**src/design/mcbc_pkg.sv**
```systemverilog
// Package for the Magma CBC block cipher.
// Holds the S-box table, round helpers, register indexes and shared types.
// No dependencies.
`default_nettype none

package mcbc_pkg;

    localparam int unsigned ROUNDS     = 32;
    localparam int unsigned RND_W      = $clog2(ROUNDS);
    localparam int unsigned KEYS       = 8;
    localparam int unsigned KEY_IDX_W  = $clog2(KEYS);
    localparam int unsigned FWD_ENC    = 24;
    localparam int unsigned FWD_DEC    = 8;
    localparam int unsigned ROT        = 11;
    localparam int unsigned CFG_IDX_W  = 3;

    localparam logic [CFG_IDX_W-1:0] CFG_KEY0   = 3'd0;
    localparam logic [CFG_IDX_W-1:0] CFG_KEY1   = 3'd1;
    localparam logic [CFG_IDX_W-1:0] CFG_KEY2   = 3'd2;
    localparam logic [CFG_IDX_W-1:0] CFG_KEY3   = 3'd3;
    localparam logic [CFG_IDX_W-1:0] CFG_IV     = 3'd4;
    localparam logic [CFG_IDX_W-1:0] CFG_DECRYPT = 3'd5;

    localparam logic [3:0] SBOX [8][16] = '{
        '{4'd1,  4'd7,  4'd14, 4'd13, 4'd0,  4'd5,  4'd8,  4'd3,
          4'd4,  4'd15, 4'd10, 4'd6,  4'd9,  4'd12, 4'd11, 4'd2},
        '{4'd8,  4'd14, 4'd2,  4'd5,  4'd6,  4'd9,  4'd1,  4'd12,
          4'd15, 4'd4,  4'd11, 4'd0,  4'd13, 4'd10, 4'd3,  4'd7},
        '{4'd5,  4'd13, 4'd15, 4'd6,  4'd9,  4'd2,  4'd12, 4'd10,
          4'd11, 4'd7,  4'd8,  4'd1,  4'd4,  4'd3,  4'd14, 4'd0},
        '{4'd7,  4'd15, 4'd5,  4'd10, 4'd8,  4'd1,  4'd6,  4'd13,
          4'd0,  4'd9,  4'd3,  4'd14, 4'd11, 4'd4,  4'd2,  4'd12},
        '{4'd12, 4'd8,  4'd2,  4'd1,  4'd13, 4'd4,  4'd15, 4'd6,
          4'd7,  4'd0,  4'd10, 4'd5,  4'd3,  4'd14, 4'd9,  4'd11},
        '{4'd11, 4'd3,  4'd5,  4'd8,  4'd2,  4'd15, 4'd10, 4'd13,
          4'd14, 4'd1,  4'd7,  4'd4,  4'd12, 4'd9,  4'd6,  4'd0},
        '{4'd6,  4'd8,  4'd2,  4'd3,  4'd9,  4'd10, 4'd5,  4'd12,
          4'd1,  4'd14, 4'd4,  4'd7,  4'd11, 4'd13, 4'd0,  4'd15},
        '{4'd12, 4'd4,  4'd6,  4'd2,  4'd10, 4'd5,  4'd11, 4'd9,
          4'd14, 4'd8,  4'd13, 4'd7,  4'd0,  4'd3,  4'd15, 4'd1}
    };

    typedef enum logic [1:0] {
        S_IDLE,
        S_RUN,
        S_DONE
    } t_state;

    typedef struct packed {
        logic             load;
        logic             round;
        logic             finish;
        logic [RND_W-1:0] rnd;
    } t_cmd;

    function automatic logic [31:0] subst(input logic [31:0] x);
        logic [31:0] r;
        r = '0;
        for (int j = 0; j < 8; j++) begin
            r[31-4*j -: 4] = SBOX[j][x[31-4*j -: 4]];
        end
        return r;
    endfunction

    function automatic logic [KEY_IDX_W-1:0] key_index(
        input logic [RND_W-1:0] rnd,
        input logic             dec
    );
        logic [RND_W-1:0] fwd;
        fwd = dec ? RND_W'(FWD_DEC) : RND_W'(FWD_ENC);
        return (rnd < fwd) ? rnd[KEY_IDX_W-1:0] : ~rnd[KEY_IDX_W-1:0];
    endfunction

    function automatic logic [31:0] sel_key(
        input logic [32*KEYS-1:0]   keys,
        input logic [KEY_IDX_W-1:0] idx
    );
        return keys[32*KEYS-1 - 32*idx -: 32];
    endfunction

endpackage

`default_nettype wire

```
**src/design/mcbc_ctrl.sv**
```systemverilog
// Controller for the Magma CBC block cipher: request handshake, round count,
// output register valid. Depends on mcbc_pkg.
`default_nettype none

module mcbc_ctrl
    import mcbc_pkg::*;
(
    input  wire  i_clk,
    input  wire  i_rst_n,
    input  wire  i_valid,
    output logic o_stall,
    output logic o_valid,
    input  wire  i_stall,
    output t_cmd o_cmd
);

    t_state           r_state, n_state;
    logic [RND_W-1:0] r_rnd, n_rnd;
    logic             r_out_valid, n_out_valid;
    logic             slot_free;

    always_ff @(posedge i_clk) begin
        if (!i_rst_n) begin
            r_state     <= S_IDLE;
            r_rnd       <= '0;
            r_out_valid <= 1'b0;
        end else begin
            r_state     <= n_state;
            r_rnd       <= n_rnd;
            r_out_valid <= n_out_valid;
        end
    end

    assign slot_free = !r_out_valid || !i_stall;

    always_comb begin
        n_state      = r_state;
        n_rnd        = r_rnd;
        n_out_valid  = r_out_valid && i_stall;
        o_cmd        = '0;
        o_cmd.rnd    = r_rnd;
        unique case (r_state)
            S_IDLE: begin
                if (i_valid) begin
                    o_cmd.load = 1'b1;
                    n_rnd      = '0;
                    n_state    = S_RUN;
                end
            end
            S_RUN: begin
                o_cmd.round = 1'b1;
                n_rnd       = r_rnd + 1'b1;
                if (r_rnd == RND_W'(ROUNDS-1)) begin
                    n_state = S_DONE;
                end
            end
            S_DONE: begin
                if (slot_free) begin
                    o_cmd.finish = 1'b1;
                    n_out_valid  = 1'b1;
                    n_state      = S_IDLE;
                end
            end
            default: n_state = S_IDLE;
        endcase
    end

    assign o_stall = (r_state != S_IDLE);
    assign o_valid = r_out_valid;

    a_load_starts_run: assert property (@(posedge i_clk) disable iff (!i_rst_n)
        o_cmd.load |=> (r_state == S_RUN) && (r_rnd == '0))
        else $error("load did not start round zero");

    a_last_round_done: assert property (@(posedge i_clk) disable iff (!i_rst_n)
        (r_state == S_RUN) && (r_rnd == RND_W'(ROUNDS-1)) |=> (r_state == S_DONE))
        else $error("run did not end after last round");

    a_finish_slot_free: assert property (@(posedge i_clk) disable iff (!i_rst_n)
        o_cmd.finish |-> slot_free)
        else $error("result overwrote a pending output");

    a_one_command: assert property (@(posedge i_clk) disable iff (!i_rst_n)
        $onehot0({o_cmd.load, o_cmd.round, o_cmd.finish}))
        else $error("conflicting datapath commands");

endmodule

`default_nettype wire

```
**src/design/mcbc_dpath.sv**
```systemverilog
// Datapath for the Magma CBC block cipher: Feistel round unit, CBC chain
// and output register. Depends on mcbc_pkg.
`default_nettype none

module mcbc_dpath
    import mcbc_pkg::*;
(
    input  wire                 i_clk,
    input  wire                 i_rst_n,
    input  t_cmd                i_cmd,
    input  wire  [32*KEYS-1:0]  i_keys,
    input  wire  [63:0]         i_iv,
    input  wire                 i_dec,
    input  wire  [63:0]         i_data_block,
    input  wire                 i_first_block,
    output logic [63:0]         o_result_block
);

    logic [31:0] r_hi, r_lo;
    logic [63:0] r_xor;
    logic [63:0] r_in;
    logic        r_dec;
    logic [63:0] r_chain;
    logic [63:0] r_result;

    logic [63:0] chain_sel;
    logic [63:0] start_blk;
    logic [31:0] rkey;
    logic [31:0] sub;
    logic [31:0] g;
    logic [63:0] res;

    assign chain_sel = i_first_block ? i_iv : r_chain;
    assign start_blk = i_dec ? i_data_block : (i_data_block ^ chain_sel);
    assign rkey      = sel_key(i_keys, key_index(i_cmd.rnd, r_dec));
    assign sub       = subst(r_lo + rkey);
    assign g         = {sub[31-ROT:0], sub[31:32-ROT]} ^ r_hi;
    assign res       = r_dec ? ({r_hi, r_lo} ^ r_xor) : {r_hi, r_lo};

    always_ff @(posedge i_clk) begin
        if (!i_rst_n) begin
            r_chain <= '0;
        end else if (i_cmd.finish) begin
            r_chain <= r_dec ? r_in : res;
        end
    end

    always_ff @(posedge i_clk) begin
        if (i_cmd.load) begin
            r_hi  <= start_blk[63:32];
            r_lo  <= start_blk[31:0];
            r_xor <= chain_sel;
            r_in  <= i_data_block;
            r_dec <= i_dec;
        end else if (i_cmd.round) begin
            if (i_cmd.rnd == RND_W'(ROUNDS-1)) begin
                r_hi <= g;
            end else begin
                r_hi <= r_lo;
                r_lo <= g;
            end
        end
        if (i_cmd.finish) begin
            r_result <= res;
        end
    end

    assign o_result_block = r_result;

endmodule

`default_nettype wire

```
**src/design/magma_cbc_block_cipher.sv**
```systemverilog
// Magma (64-bit GOST block cipher) in CBC mode, top level.
// Input channel: i_valid / o_stall with i_data_block and i_first_block; a
// request is taken when i_valid is high and o_stall is low.
// Output channel: o_valid / i_stall with o_result_block; a result is taken
// when o_valid is high and i_stall is low.
// Configuration: i_cfg_we writes i_cfg_data to register i_cfg_index
// (0..3 key parts, 4 IV, 5 decrypt mode); other indexes are ignored.
// Write configuration only while no request is in flight.
// Operation: once a request is taken, one iterative round unit runs 32
// Feistel rounds, one round per cycle, then the result and chain are
// registered when the output register is free. A new request can be taken
// in the cycle after that; no request is taken while a block is in flight.
// A request with i_first_block set restarts the chain from the IV.
// Reset clears the configuration, the chain and the output valid.
// When the receiver stalls, the result holds in the output register; one
// more request may be taken and run, and it then waits until the output
// register frees.
// Depends on mcbc_pkg, mcbc_ctrl and mcbc_dpath.
`default_nettype none

module magma_cbc_block_cipher
    import mcbc_pkg::*;
(
    input  wire                  i_clk,
    input  wire                  i_rst_n,
    input  wire                  i_cfg_we,
    input  wire  [CFG_IDX_W-1:0] i_cfg_index,
    input  wire  [63:0]          i_cfg_data,
    input  wire                  i_valid,
    output logic                 o_stall,
    input  wire  [63:0]          i_data_block,
    input  wire                  i_first_block,
    output logic                 o_valid,
    input  wire                  i_stall,
    output logic [63:0]          o_result_block
);

    logic [63:0] r_key0, r_key1, r_key2, r_key3;
    logic [63:0] r_iv;
    logic        r_decrypt;
    t_cmd        cmd;

    always_ff @(posedge i_clk) begin
        if (!i_rst_n) begin
            r_key0    <= '0;
            r_key1    <= '0;
            r_key2    <= '0;
            r_key3    <= '0;
            r_iv      <= '0;
            r_decrypt <= 1'b0;
        end else if (i_cfg_we) begin
            unique case (i_cfg_index)
                CFG_KEY0:    r_key0    <= i_cfg_data;
                CFG_KEY1:    r_key1    <= i_cfg_data;
                CFG_KEY2:    r_key2    <= i_cfg_data;
                CFG_KEY3:    r_key3    <= i_cfg_data;
                CFG_IV:      r_iv      <= i_cfg_data;
                CFG_DECRYPT: r_decrypt <= i_cfg_data[0];
                default: ;
            endcase
        end
    end

    mcbc_ctrl u_ctrl (
        .i_clk   (i_clk),
        .i_rst_n (i_rst_n),
        .i_valid (i_valid),
        .o_stall (o_stall),
        .o_valid (o_valid),
        .i_stall (i_stall),
        .o_cmd   (cmd)
    );

    mcbc_dpath u_dpath (
        .i_clk          (i_clk),
        .i_rst_n        (i_rst_n),
        .i_cmd          (cmd),
        .i_keys         ({r_key0, r_key1, r_key2, r_key3}),
        .i_iv           (r_iv),
        .i_dec          (r_decrypt),
        .i_data_block   (i_data_block),
        .i_first_block  (i_first_block),
        .o_result_block (o_result_block)
    );

endmodule

`default_nettype wire

```
**config.mk**
```make
export PLATFORM = sky130hd
export DESIGN_NAME = magma_cbc_block_cipher
export DESIGN_NICKNAME = d
export VERILOG_FILES = /design/src/design/mcbc_pkg.sv /design/src/design/mcbc_ctrl.sv /design/src/design/mcbc_dpath.sv /design/src/design/magma_cbc_block_cipher.sv
export SDC_FILE = /design/constraint.sdc
export NUM_CORES = 1
export LEC_CHECK = 0
export CAP_MARGIN = 20
export CORE_MARGIN = 3
export CORE_UTILIZATION = 60
export DETAILED_ROUTE_END_ITERATION = 16
export DONT_BUFFER_PORTS = 1
export HOLD_SLACK_MARGIN = 0.02
export PLACE_DENSITY_LB_ADDON = 0.25
export SLEW_MARGIN = 25
export SYNTH_ARGS = -nofsm -noshare
export SYNTH_HDL_FRONTEND = slang
export SYNTH_SLANG_ARGS = --single-unit
```
**constraint.sdc**
```tcl
create_clock -name i_clk -period 8.02 [get_ports i_clk]
set_input_delay 2.005 -clock i_clk [delete_from_list [all_inputs] [get_ports i_clk]]
set_output_delay 2.005 -clock i_clk [all_outputs]
set_load 0.01 [all_outputs]
```
Yosys cells after proc, flatten, opt, wreduce, memory -nomap -nowiden
Memory sizes are Yosys's and may differ from the RTL's. Cells that the tools add are included.

$lt $le $gt $ge: 9. $add $sub $neg: 3. Muxes and demuxes: 41. Equality and inequality tests: 12. Shift-type cells: 1. Reduce and logical (&&, ||, !) cells: 18. Bitwise gates (word level): 12.

Operators by type and width (count): $shiftx 287x33->32 (1); $mux 64 (4); $mux 32 (6); $xor 64x64->64 (2); $mux 4 (16); $ge 5x5->1 const B (8); $not 4->5 (8); $add 32x32->32 (1); $xor 32x32->32 (1); $reduce_and 2->1 (8); $mux 5 (2); $pmux 5 s2 (1); $sub 8x8->9 const A (1); $mux 1 (7); $eq 3x2->1 const B (2); $eq 3x3->1 const B (2); $mux 2 (3); $pmux 2 s3 (1); $reduce_bool 2->1 (3); $add 5x1->5 const B (1); $eq 5x5->1 const B (1); $lt 5x5->1 (1); $ne 2x1->1 const B (2); $ne 2x2->1 const B (2); 11 further kinds (12).

Input bits: 137. Word-level logic and storage cells: 120. Bits in read-only memories: 512. Output and inout bits: 66. Memories: 8. Register bits: 650.

Memory list: (no name shown) (depth 16, bits a word 4, read ports 1, clocked after memory_dff 0, write ports 0, line mcbc_pkg.sv:60) `r[31-4*j -: 4] = SBOX[j][x[31-4*j -: 4]];`; (no name shown) (depth 16, bits a word 4, read ports 1, clocked after memory_dff 0, write ports 0, line mcbc_pkg.sv:60); (no name shown) (depth 16, bits a word 4, read ports 1, clocked after memory_dff 0, write ports 0, line mcbc_pkg.sv:60); (no name shown) (depth 16, bits a word 4, read ports 1, clocked after memory_dff 0, write ports 0, line mcbc_pkg.sv:60); (no name shown) (depth 16, bits a word 4, read ports 1, clocked after memory_dff 0, write ports 0, line mcbc_pkg.sv:60); (no name shown) (depth 16, bits a word 4, read ports 1, clocked after memory_dff 0, write ports 0, line mcbc_pkg.sv:60); 2 more memories.

Logic depth before layout (Yosys ltp)
Depth after elaboration: 14. Mapped depth: 24.

Cells and area by module
Synthesis repeated with hierarchy kept, for this count alone.

Cells, all modules: 2840. Area, all modules: 31732.9 sq um.

By module, submodules not included: mcbc_dpath (cells an instance 1685, seq. area each 8998.6 sq um, instances 1, area each 19532.5 sq um); magma_cbc_block_cipher (cells an instance 1111, seq. area each 6426.2 sq um, instances 1, area each 11781.3 sq um); mcbc_ctrl (cells an instance 44, seq. area each 160.2 sq um, instances 1, area each 419.2 sq um).

Least setup slack after synthesis
OpenSTA, ideal clock, no wires.

Path type: input to register. From: input port i_valid. To: register u_dpath.r_hi[15], data pin. Arrival time: 6.634 ns. Stages on the path: 5. Library setup time: 0.470 ns. Path buffers: 2. Slack: 0.916 ns. Cells stage by stage: nand2_1 > inv_1 > clkbuf_1 > clkbuf_1 > a22oi_1.

RTL lines: start: declaration (line magma_cbc_block_cipher.sv:29) `input wire i_valid,`; end signal: assignment (line mcbc_dpath.sv:50) `r_hi <= start_blk[63:32];`; end signal: assignment (line mcbc_dpath.sv:57) `r_hi <= g;`; end signal: assignment (line mcbc_dpath.sv:59) `r_hi <= r_lo;`; end: declaration (line mcbc_dpath.sv:19) `logic [31:0] r_hi, r_lo;`.

Worst setup path after layout
From: register u_dpath.r_dec. To: register u_dpath.r_hi[8], data pin.

Longest elaborated chain between the ends: 14.

Ends and longest elaborated chain: start: declaration (line mcbc_dpath.sv:22) `logic r_dec;`; start signal: assignment (line mcbc_dpath.sv:54) `r_dec <= i_dec;`; $mux 5 (line mcbc_pkg.sv:70) `fwd = dec ? RND_W'(FWD_DEC) : RND_W'(FWD_ENC);`; $lt 5x5->1 (line mcbc_pkg.sv:71) `return (rnd < fwd) ? rnd[KEY_IDX_W-1:0] : ~rnd[KEY_IDX_W-1:0];`; $mux 3 (line mcbc_pkg.sv:71); $sub 8x8->9 (line mcbc_pkg.sv:78) `return keys[32*KEYS-1 - 32*idx -: 32];`; $shiftx 287x33->32 (line mcbc_pkg.sv:78); $add 32x32->32 (line mcbc_dpath.sv:36) `assign sub = subst(r_lo + rkey);`; $not 4->5 (not written as such) (line mcbc_pkg.sv:60); $mem_v2 16x4; $mux 4 (not written as such) (2 in a row) (line mcbc_pkg.sv:60); $xor 32x32->32 (line mcbc_dpath.sv:37) `assign g = {sub[31-ROT:0], sub[31:32-ROT]} ^ r_hi;`; $mux 32 (line mcbc_dpath.sv:56) `if (i_cmd.rnd == RND_W'(ROUNDS-1)) begin`; $mux 32 (line mcbc_dpath.sv:55) `end else if (i_cmd.round) begin`; $mux 32 (line mcbc_dpath.sv:49) `if (i_cmd.load) begin`.

No other way between the ends. The select of a mux whose other input is x is not followed. A chain may end at the register's enable or synchronous reset.

==> impl_metrics.yaml <==
route:
  first_pass_iters: 5
  routed_wl_mm: 90.6
  viasPerCell: 6.22
  vias: 23700
  ant_nets: 0
  avgRoutedWirePerCell_um: 23.8
  drc_errors: 0
  drt_iter0_drc: 2230
logic_synthesis:
  yosysTopAreaCell: "dfxtp_1"
  avgSynthCellArea_um2: 10.0
  synth_top_area_share_pct: 24.7
  synthDistinctLibCells: 71
  yosys_warnings: 0
  ys_seq_area_share_pct: 48.9
  synth_area_um2: 31900
  ys_ff_latch: 650
  syn_nets: 3385
  ys.flop_type: "dfxtp_1"
  synth.area.top_cells: "dfxtp_1 25%, edfxtp_1 24%, nand2_1 11%"
  synth_async_sr_flop_share_pct: 0
  synth_edf_count: 257
  netlist_instances: 3175
critical_path:
  critPathCaptureType: "register"
  worstSetupPathType: "reg -> reg"
  start_kind: "register"
  crit_arrival_ps: 7340
  crit_fanout: 22
  critical_path_required_ps: 8350
sta:
  fmax_mhz: 143
  slew_violations: 0
  skew_ps: 23.3
  finalHoldViolations: 0
  setup_tns_ps: 0
  tightest_slew_ps: 1020
  hold_ws_ps: 460
  post-route-period-util_pct: 87.5
  finalSetupViolations: 0
  slew_headroom_pct: 31.8
  finalCriticalPeriod_ps: 7010
  grt_setup_unrepaired: "false"
layout:
  final_cell_mix: "899 x nand2_1, 393 x dfxtp_1, 327 x a21boi_0"
  multi_input_area_um2: 15400
  layout_commonest_cell: "nand2_1"
  nNetsFinal: 3284
  areaGrowthSynthToFinish_pct: 8.20
  register_area_um2: 15600
  fillCellCount: 3988
  layout-drive-gt1-share_pct: 10.7
  diodes: 0
global_route:
  grt_max_degree: 394
  grt_overflow: 0
  grt_util_all_layers_pct: 32.0
  antenna_found_initial: 3
  first_global_vias: 23100
  grt_pass1_wl_mm: 138
floorplan:
  die_x_um: 236
  die_y_um: 236
  die-area_um2: 55900
  rows: 83
  start_util_pct: 61.4
  coreArea_um2: 51900
  io-pin-count: 203
clocking:
  clock_sinks: 650
  cts_resized: 0
  h-tree-depth: 3
  cts_setup_buffers: 0
  holdBufCountCts: 0
  clk_pin_slew_ps: 60
  cts_tree: "built"
  clock_path_buffers: 3
  cts_buffers: 69
  clk_latency_ps: 600
  cts-root-buf: "clkbuf_16"
place:
  place.gp.congestion: 0.947
  port-buffer-count: 0
  dpl.hpwl_mm: 60.6
power:
  p_leak_nw: 12.9
  peakVddDrop_uv: 171
  powerDensity_nw_per_um2: 279
run:
  maxCapViolations: 0
status:
  status: "completed"
hold_path:
  min_path_type: "reg -> reg"
==> synthesized netlist by cell type, drive strengths merged, types with 10 or more instances <==
master  count
a21boi    328
a21o       14
a21oi      83
a22oi      15
a31oi      10
and3       16
buf        18
clkbuf    184
dfxtp     393
edfxtp    257
ha         72
inv        52
mux2      102
mux2i      87
mux4       69
nand2     901
nand3      40
nor2       62
nor2b      12
nor3       21
o211a      66
o211ai     21
o21ai      62
or3        11
xnor2     116
xor2       53
==> final timing paths <==
kind,from,slack [ps],cells past startpoint,end
max,u_dpath.r_dec$_DFFE_PP_,1010,20,u_dpath.r_hi[8]$_DFFE_PP_
min reg2reg,r_key1[40]$_SDFFE_PN0P_,460,2,r_key1[40]$_SDFFE_PN0P_
max reg2reg,u_dpath.r_dec$_DFFE_PP_,1010,20,u_dpath.r_hi[8]$_DFFE_PP_
min,r_key1[40]$_SDFFE_PN0P_,460,2,r_key1[40]$_SDFFE_PN0P_
==> cells by family after synthesis <==
logic type | synth area share (%)
and+or+nand+nor | 14.1
AOI/OAI and AO/OA | 15.2
DFF | 48.9
muxes | 11.2
buffers and inverters | 3.03
xor gates and xnor gates | 4.64
adders and majority gates | 2.89
==> registers in the layout, summed over array words and instances, names as in the netlist, 5 cells and up <==
| register | count |
|---|---|
| r_iv | 64 |
| u_dpath.r_in | 64 |
| u_ctrl.r_rnd | 5 |
| r_key1 | 64 |
| u_dpath.r_hi | 32 |
| u_dpath.r_lo | 32 |
| u_dpath.r_chain | 64 |
| r_key0 | 64 |
| u_dpath.r_xor | 64 |
| r_key2 | 64 |
| u_dpath.o_result_block | 64 |
| r_key3 | 64 |
==> metrics by stage <==
step / instances / instance area, um^2 / util [%] / worst slack, ps / total power [mW]
final: 3806 / 34500 / 66.4 / 1010 / 9.64
after global routing: 3806 / 34500 / 66.4 / 560 / 10.0
after CTS: 3806 / 34500 / 66.4 / 1070 / 9.61
after detailed placement: 3683 / 32300 / 62.1 / 1100 / 6.49
after global placement: 3683 / 32300 / 62.1 / 1260 / 6.39
after floorplan: 3175 / 31900 / - / 916 / 5.78
==> critical path: stages, from the launching register on <==
cell and delay [ps]:
edfxtp_1 410, ha_1 310, a21oi_2 120, xnor2_2 640
buf_4 490, mux4_2 550, mux2_2 320, ha_1 440
a21oi_1 120, o21ai_0 540, o31ai_1 190, nand2_1 130
o2111a_1 260, o21ai_0 130, xnor2_1 550, ha_1 380
mux2_1 290, or3_1 340, and3_1 200, nor3_1 180
o22ai_1 100
==> per-layer routing <==
layer  global-route usage (%)  vias to the layer above  routed length [um]
li1                         -                    10900                   -
met1                     44.9                    11600               37700
met2                     47.9                     1018               39800
met3                     10.7                      143               10800
met4                     8.52                        0                2310
met5                        0                        -                   0
==> power breakdown <==
part | internal [mW] | switching, mW
Combinational | 0.978 | 1.44
Sequential | 3.75 | 0.326
Clock | 1.86 | 1.28
==> layout make-up <==
type | count | area share [%]
inverter | 52 | 0.588
multi-input combinational | 2271 | 44.7
timing repair buffer | 30 | 0.664
clock inverter | 18 | 0.570
tap | 680 | 2.47
clock buffer | 105 | 5.84
sequential | 650 | 45.2
Power figures use the tool's default switching activity.
